### config.mk
export PLATFORM = sky130hd
export DESIGN_NAME = circular_slot_queue
export DESIGN_NICKNAME = d
export VERILOG_FILES = /design/src/rtl/csq_pkg.sv /design/src/rtl/csq_ram.sv /design/src/rtl/csq_ctrl.sv /design/src/rtl/csq_dp.sv /design/src/rtl/circular_slot_queue.sv
export SDC_FILE = /design/constraint.sdc
export NUM_CORES = 1
export LEC_CHECK = 0
export ABC_AREA = 1
export ABC_CLOCK_PERIOD_IN_PS = 15650
export BUFFER_PORTS_ARGS = -buffer_cell sky130_fd_sc_hd__clkbuf_2
export CORE_MARGIN = 8
export CORE_UTILIZATION = 60
export DETAILED_ROUTE_END_ITERATION = 8
export PLACE_DENSITY = 0.77
export SYNTH_ARGS = -nofsm -noshare
export SYNTH_HDL_FRONTEND = slang
export SYNTH_SLANG_ARGS = --single-unit
### constraint.sdc
create_clock -name clk -period 15.65 [get_ports clk]
set_input_delay 4.695 -clock clk [delete_from_list [all_inputs] [get_ports clk]]
set_output_delay 4.695 -clock clk [all_outputs]
set_load 0.02 [all_outputs]
### src/rtl/csq_pkg.sv
// Package: shared constants, request codes, controller types for the circular slot queue.
package csq_pkg;

  localparam int MAX_SLOTS  = 16;
  localparam int SLOT_BYTES = 8;
  localparam int DATA_W     = 64;
  localparam int CNT_W      = 5;
  localparam int IDX_W      = (MAX_SLOTS > 1) ? $clog2(MAX_SLOTS) : 1;

  // Low SLOT_BYTES bytes of a slot are kept
  localparam logic [DATA_W-1:0] DATA_MASK = {DATA_W{1'b1}} >> (DATA_W - 8 * SLOT_BYTES);

  typedef enum logic [1:0] {
    REQ_ENQUEUE = 2'd0,
    REQ_DEQUEUE = 2'd1,
    REQ_PEEK    = 2'd2,
    REQ_QUERY   = 2'd3
  } req_type_t;

  typedef enum logic [1:0] {
    ST_IDLE = 2'b01,
    ST_RESP = 2'b10
  } csq_state_t;

  // Commands from controller to datapath
  typedef struct packed {
    logic exec;      // accept a request beat: update state, access storage
    logic load_out;  // move the pending result into the output register
  } csq_cmd_t;

endpackage

### src/rtl/csq_ram.sv
// Generic single-write, single-read RAM with registered read data.
module csq_ram #(
  parameter int WIDTH = 64,
  parameter int DEPTH = 16
) (
  input  logic                                   clk,
  input  logic                                   we,
  input  logic [(DEPTH > 1 ? $clog2(DEPTH) : 1)-1:0] waddr,
  input  logic [WIDTH-1:0]                       wdata,
  input  logic                                   re,
  input  logic [(DEPTH > 1 ? $clog2(DEPTH) : 1)-1:0] raddr,
  output logic [WIDTH-1:0]                       rdata
);

  logic [WIDTH-1:0] mem [DEPTH];

  // Write port
  always_ff @(posedge clk) begin
    if (we) begin
      mem[waddr] <= wdata;
    end
  end

  // Registered read port
  always_ff @(posedge clk) begin
    if (re) begin
      rdata <= mem[raddr];
    end
  end

endmodule

### src/rtl/csq_ctrl.sv
// Controller: request/result handshake state machine for the circular slot queue.
module csq_ctrl
  import csq_pkg::*;
(
  input  logic     clk,
  input  logic     rst_n,
  input  logic     in_valid,
  output logic     in_ready,
  output logic     out_valid,
  input  logic     out_ready,
  output csq_cmd_t cmd
);

  csq_state_t state_r, state_nxt;
  logic       out_valid_r, out_valid_nxt;
  logic       out_free;

  assign out_free  = !out_valid_r || out_ready;
  assign in_ready  = (state_r == ST_IDLE);
  assign out_valid = out_valid_r;

  // Decode commands and next state
  always_comb begin
    state_nxt     = state_r;
    out_valid_nxt = out_valid_r;
    cmd.exec      = 1'b0;
    cmd.load_out  = 1'b0;
    if (out_valid_r && out_ready) begin
      out_valid_nxt = 1'b0;
    end
    case (state_r)
      ST_IDLE: begin
        if (in_valid) begin
          cmd.exec  = 1'b1;
          state_nxt = ST_RESP;
        end
      end
      ST_RESP: begin
        if (out_free) begin
          cmd.load_out  = 1'b1;
          out_valid_nxt = 1'b1;
          state_nxt     = ST_IDLE;
        end
      end
      default: begin
        state_nxt = ST_IDLE;
      end
    endcase
  end

  // Hold state and output valid
  always_ff @(posedge clk) begin
    if (!rst_n) begin
      state_r     <= ST_IDLE;
      out_valid_r <= 1'b0;
    end else begin
      state_r     <= state_nxt;
      out_valid_r <= out_valid_nxt;
    end
  end

endmodule

### src/rtl/csq_dp.sv
// Datapath: ring indices, capacity register, slot storage and result registers.
module csq_dp
  import csq_pkg::*;
(
  input  logic              clk,
  input  logic              rst_n,
  input  csq_cmd_t          cmd,
  input  logic [1:0]        in_req_type,
  input  logic [DATA_W-1:0] in_write_data,
  input  logic              cfg_wr_en,
  input  logic [CNT_W-1:0]  cfg_wr_data,
  output logic              out_success,
  output logic [DATA_W-1:0] out_read_data,
  output logic [CNT_W-1:0]  out_free_slots,
  output logic [CNT_W-1:0]  out_used_slots
);

  localparam logic [CNT_W-1:0] MAX_CNT = CNT_W'(MAX_SLOTS);

  logic [IDX_W-1:0] wi_r, wi_nxt, ri_r, ri_nxt;
  logic             ne_r, ne_nxt;
  logic [CNT_W-1:0] cap_r, cap_cfg;

  logic             ok_r, ok_nxt;
  logic             rd_sel_r, rd_sel_nxt;
  logic [CNT_W-1:0] used_r, used_nxt;
  logic [CNT_W-1:0] free_r;

  logic             out_success_r;
  logic [DATA_W-1:0] out_read_data_r;
  logic [CNT_W-1:0] out_free_r, out_used_r;

  logic [DATA_W-1:0] ram_rdata;
  logic [IDX_W-1:0]  wi_inc, ri_inc;
  logic              same_idx, full, empty;
  logic              enq_ok, deq_ok, peek_ok;
  req_type_t         kind;

  // Clamp a written slot count into 1..MAX_SLOTS
  assign cap_cfg = (cfg_wr_data == '0) ? CNT_W'(1) :
                   (cfg_wr_data > MAX_CNT) ? MAX_CNT : cfg_wr_data;

  // Wrapping increments
  assign wi_inc = (CNT_W'(wi_r) + CNT_W'(1) >= cap_r) ? '0 : wi_r + IDX_W'(1);
  assign ri_inc = (CNT_W'(ri_r) + CNT_W'(1) >= cap_r) ? '0 : ri_r + IDX_W'(1);

  // Decode request against ring state
  always_comb begin
    kind     = req_type_t'(in_req_type);
    same_idx = (wi_r == ri_r);
    full     = same_idx && ne_r;
    empty    = same_idx && !ne_r;
    enq_ok   = (kind == REQ_ENQUEUE) && !full;
    deq_ok   = (kind == REQ_DEQUEUE) && !empty;
    peek_ok  = (kind == REQ_PEEK) && !empty;

    case (kind)
      REQ_ENQUEUE: ok_nxt = !full;
      REQ_DEQUEUE: ok_nxt = !empty;
      REQ_PEEK:    ok_nxt = !empty;
      REQ_QUERY:   ok_nxt = 1'b1;
      default:     ok_nxt = 1'b1;
    endcase
    rd_sel_nxt = deq_ok || peek_ok;

    wi_nxt = enq_ok ? wi_inc : wi_r;
    ri_nxt = deq_ok ? ri_inc : ri_r;
    if (enq_ok) begin
      ne_nxt = 1'b1;
    end else if (deq_ok && (ri_inc == wi_r)) begin
      ne_nxt = 1'b0;
    end else begin
      ne_nxt = ne_r;
    end

    // Used count after the update
    if (wi_nxt == ri_nxt) begin
      used_nxt = ne_nxt ? cap_r : '0;
    end else if (wi_nxt > ri_nxt) begin
      used_nxt = CNT_W'(wi_nxt) - CNT_W'(ri_nxt);
    end else begin
      used_nxt = CNT_W'(wi_nxt) + cap_r - CNT_W'(ri_nxt);
    end
  end

  // Ring state and capacity
  always_ff @(posedge clk) begin
    if (!rst_n) begin
      wi_r  <= '0;
      ri_r  <= '0;
      ne_r  <= 1'b0;
      cap_r <= MAX_CNT;
    end else if (cfg_wr_en) begin
      wi_r  <= '0;
      ri_r  <= '0;
      ne_r  <= 1'b0;
      cap_r <= cap_cfg;
    end else if (cmd.exec) begin
      wi_r <= wi_nxt;
      ri_r <= ri_nxt;
      ne_r <= ne_nxt;
    end
  end

  // Capture pending result fields
  always_ff @(posedge clk) begin
    if (cmd.exec) begin
      ok_r     <= ok_nxt;
      rd_sel_r <= rd_sel_nxt;
      used_r   <= used_nxt;
      free_r   <= cap_r - used_nxt;
    end
  end

  // Output register
  always_ff @(posedge clk) begin
    if (cmd.load_out) begin
      out_success_r   <= ok_r;
      out_read_data_r <= rd_sel_r ? ram_rdata : '0;
      out_free_r      <= free_r;
      out_used_r      <= used_r;
    end
  end

  assign out_success    = out_success_r;
  assign out_read_data  = out_read_data_r;
  assign out_free_slots = out_free_r;
  assign out_used_slots = out_used_r;

  // Slot storage: write on enqueue, read head on every accepted beat
  csq_ram #(
    .WIDTH (DATA_W),
    .DEPTH (MAX_SLOTS)
  ) u_slots (
    .clk   (clk),
    .we    (cmd.exec && enq_ok),
    .waddr (wi_r),
    .wdata (in_write_data & DATA_MASK),
    .re    (cmd.exec),
    .raddr (ri_r),
    .rdata (ram_rdata)
  );

endmodule

### src/rtl/circular_slot_queue.sv
// Result path: an accepted request takes the controller to ST_RESP, where the slot RAM read
// completes; once the output register is free it is loaded, out_valid rises and in_ready returns.
// A new request is taken while the previous result still waits in the output register.
// Reset (rst_n low, synchronous): queue empty, both indices zero, capacity 16, no result valid.
// Writing the slot count empties the queue; slot contents are undefined until enqueued.
// Top level: circular queue of fixed-size slots with enqueue, dequeue, peek and count query.
module circular_slot_queue
  import csq_pkg::*;
(
  input  logic              clk,
  input  logic              rst_n,
  input  logic              in_valid,
  output logic              in_ready,
  input  logic [1:0]        in_req_type,
  input  logic [DATA_W-1:0] in_write_data,
  output logic              out_valid,
  input  logic              out_ready,
  output logic              out_success,
  output logic [DATA_W-1:0] out_read_data,
  output logic [CNT_W-1:0]  out_free_slots,
  output logic [CNT_W-1:0]  out_used_slots,
  input  logic              cfg_wr_en,
  input  logic [CNT_W-1:0]  cfg_wr_data
);

  csq_cmd_t cmd;

  csq_ctrl u_ctrl (
    .clk       (clk),
    .rst_n     (rst_n),
    .in_valid  (in_valid),
    .in_ready  (in_ready),
    .out_valid (out_valid),
    .out_ready (out_ready),
    .cmd       (cmd)
  );

  csq_dp u_dp (
    .clk            (clk),
    .rst_n          (rst_n),
    .cmd            (cmd),
    .in_req_type    (in_req_type),
    .in_write_data  (in_write_data),
    .cfg_wr_en      (cfg_wr_en),
    .cfg_wr_data    (cfg_wr_data),
    .out_success    (out_success),
    .out_read_data  (out_read_data),
    .out_free_slots (out_free_slots),
    .out_used_slots (out_used_slots)
  );

endmodule
==> impl_metrics.ini <==
[die]
ios = 153
start_util = 0.603
core_area_um2 = 77100
row_count = 102
dieWidth_um = 294
die_h_um = 294
die-area_um2 = 86700

[global_route]
grt_use_total = 0.245
grt_max_degree = 235
grt_pass1_vias = 27800
overflow = 0
grt_pass1_wl_um = 164000
grt_antenna_before_repair = 11

[synth]
synth_edf_count = 1175
postSynth.asyncResetShare = 0
netlist_top_cells_area = edfxtp_1 (76%), o21ai_0 (5.3%), nor2_1 (4.4%), o221ai_1 (3.3%), nand2_1 (1.5%)
yosysUniqueCellTypes = 40
ys_ff_latch = 1192
synth_area_um2 = 46500
syn_area_per_cell_um2 = 14.0
yosysTopAreaCellShare = 0.759
syn_inst = 3317
synth_nets = 3431
ys.flop_type = edfxtp_1
synth.yosys.seq_area_share = 0.766
yosys_warnings = 0
yosysTopAreaCell = edfxtp_1

[final_layout]
finalNetCount = 3516
final_cell_mix = edfxtp_1 (1175), nor2_1 (531), o21ai_0 (491), nand2_1 (182), o221ai_1 (175)
post-route-util = 0.672
areaGrowthSynthToFinish_pct = 11.4
layout-drive-gt1-share = 0.116
finalNonFillerCells = 4540
final_common_cell = edfxtp_1

[clock_network]
post_cts_buffers = 0
insertion_delay_ps = 700
hold_buffers = 0
clock-sinks = 1192
cts_root_buf = clkbuf_16
clk_pin_slew_ps = 60
cts_resized = 0
clock_path_buffers = 3
cts_buffers = 114
tritoncts = yes
ctsHtreeMaxLevel = 3

[timing]
worst_slew_pin_slew_ps = 1190
fin_crit_sh = 0.505
finalSetupTns_ps = 0
rsz0062_at_grt = false
finalHoldViolations = 0
max_freq_mhz = 127
drv_slew = 0
finClkSkew_ps = 23.0
fin_ws_ps = 7750
slew_headroom = 0.207
setup_viol = 0
fin_crit_ps = 7900

[pwr]
p_sw_frac = 0.215
intPower_mw = 5.20
power_mw = 6.63
p_clk_frac = 0.410
combinationalPowerShare = 0.051
ir_drop_mv = 0.102
p_seq_frac = 0.539
powerDensity_nw_per_um2 = 128
p_leak_nw = 17.5
power_switching_mw = 1.43

[routing]
vias = 28300
first_pass_iters = 6
wl_per_cell_um = 23.9
drt.antenna.violating_nets = 0
viasPerCell = 6.24
drt_wl_total_um = 109000
drtIter0Drc = 3728
drc_errors = 0

[worst_setup_path]
cp-end-kind = register
rr_endpoint = u_dp.free_r[4]
worstPathRequired_ps = 16090
reg2reg_slack_ps = 9520
worstReg2RegStart = u_dp.ri_r[2]
rr_worst_depth = 25
cp-endpoint = u_dp.free_r[4]
startpoint = in_req_type[1]
worstPathArrival_ps = 8350
critPathMaxFanout = 9
cp-start-kind = input port
worstSetupPathType = in -> reg

[place]
place_ws_ps = 7020
dp_cells = 4326
port_buffers = 152
hpwlAfterDp_um = 56400
place_congestion = 0.816

[status]
run_status = finished clean

[job]
max-cap-violations = 0

[hold_path]
min_path_type = reg -> reg
-- critical path, stage by stage --
cell      delay, ps
clkbuf_2        100
inv_1           100
ha_1            220
nand2_4          90
o21ai_0         500
inv_1           140
fa_1            520
inv_1            60
fa_1            450
nor2_1          110
nor2_1           60
a31oi_2         200
inv_2            60
fa_1            400
o21ai_0         250
xor2_1          200
inv_1            60
nand2_1          60
nand2_1          40
-- per-stage QoR --
stage	hold WS, ps	instance area [µm²]
after floorplan	400	46500
after global placement	401	48100
after detailed placement	405	48100
after CTS	419	51800
after global routing	425	51800
final	420	51800
-- kinds of logic after synthesis --
family / synth area share
DFF: 0.766
and+or+nand+nor: 0.0697
adders and majority gates: 0.0112
xor gates and xnor gates: 0.00245
AOI/OAI and AO/OA: 0.119
buffers and inverters: 0.0319
-- cell type report --
class	instances	area, µm²
diodes	6	15.0
multi-input cells	1769	9520
inverters	133	519
fillers	5152	25300
repair buffers	192	1090
clock inverters	74	741
well taps	1040	1300
flip-flops and latches	1192	35600
clock buffers	134	2970
-- how the worst min path moves through the flow --
stage                         startpoint                endpoint  slack, ps  cells after the start
after CTS                 u_dp.free_r[2]  u_dp.out_free_slots[2]        420                      0
after global routing           u_dp.ok_r        u_dp.out_success        420                      0
after global placement    u_dp.used_r[4]  u_dp.out_used_slots[4]        400                      0
final                     u_dp.free_r[2]  u_dp.out_free_slots[2]        420                      0
after detailed placement  u_dp.used_r[0]  u_dp.out_used_slots[0]        400                      0
after floorplan           u_dp.free_r[0]  u_dp.out_free_slots[0]        400                      0
-- layer usage --
metal | GRT usage | vias up | wire [µm]
met2 | 0.398 | 1525 | 52700
met1 | 0.334 | 13900 | 42900
li1 | - | 12700 | -
met4 | 0.0859 | 10 | 2960
met5 | 0 | - | 60
met3 | 0.0463 | 217 | 9880
-- power by group through the flow --
stage	Sequential [mW]	Combinational (mW)	Clock, mW
after floorplan	3.63	0.214	0
after global placement	3.64	0.327	0
after detailed placement	3.64	0.335	0
after CTS	3.57	0.337	2.74
after global routing	3.58	0.376	2.87
final	3.57	0.338	2.72
-- Yosys cell counts (2+ instances only) --
library cell,n
buf_4,5
o21ai_0,491
nand2_4,2
nand3_1,57
buf_2,55
clkinv_1,2
clkbuf_1,153
nand4_1,9
o21ai_1,38
nand2_2,5
xor2_1,10
inv_1,125
nand2_1,182
o21ai_2,2
edfxtp_1,1175
ha_1,32
inv_2,6
a21oi_1,19
dfxtp_1,17
o22ai_1,86
o21a_1,2
o211ai_1,82
xnor2_1,3
o22ai_2,2
buf_6,8
nor3_1,4
nor2_1,544
a31oi_1,2
fa_1,6
nand3_2,4
nor2_2,6
o221ai_1,175
-- flip-flops by register name, indices dropped and copies added, names as in the netlist, 4 cells and up --
| signal | flops |
|---|---|
| u_dp.ri_r | 4 |
| u_dp.free_r | 5 |
| u_dp.out_read_data | 64 |
| u_dp.u_slots.mem | 1024 |
| u_dp.out_free_slots | 5 |
| u_dp.out_used_slots | 5 |
| u_dp.cap_r | 5 |
| u_dp.wi_r | 4 |
| u_dp.u_slots.rdata | 64 |
| u_dp.used_r | 5 |
Power figures use the tool's default switching activity.
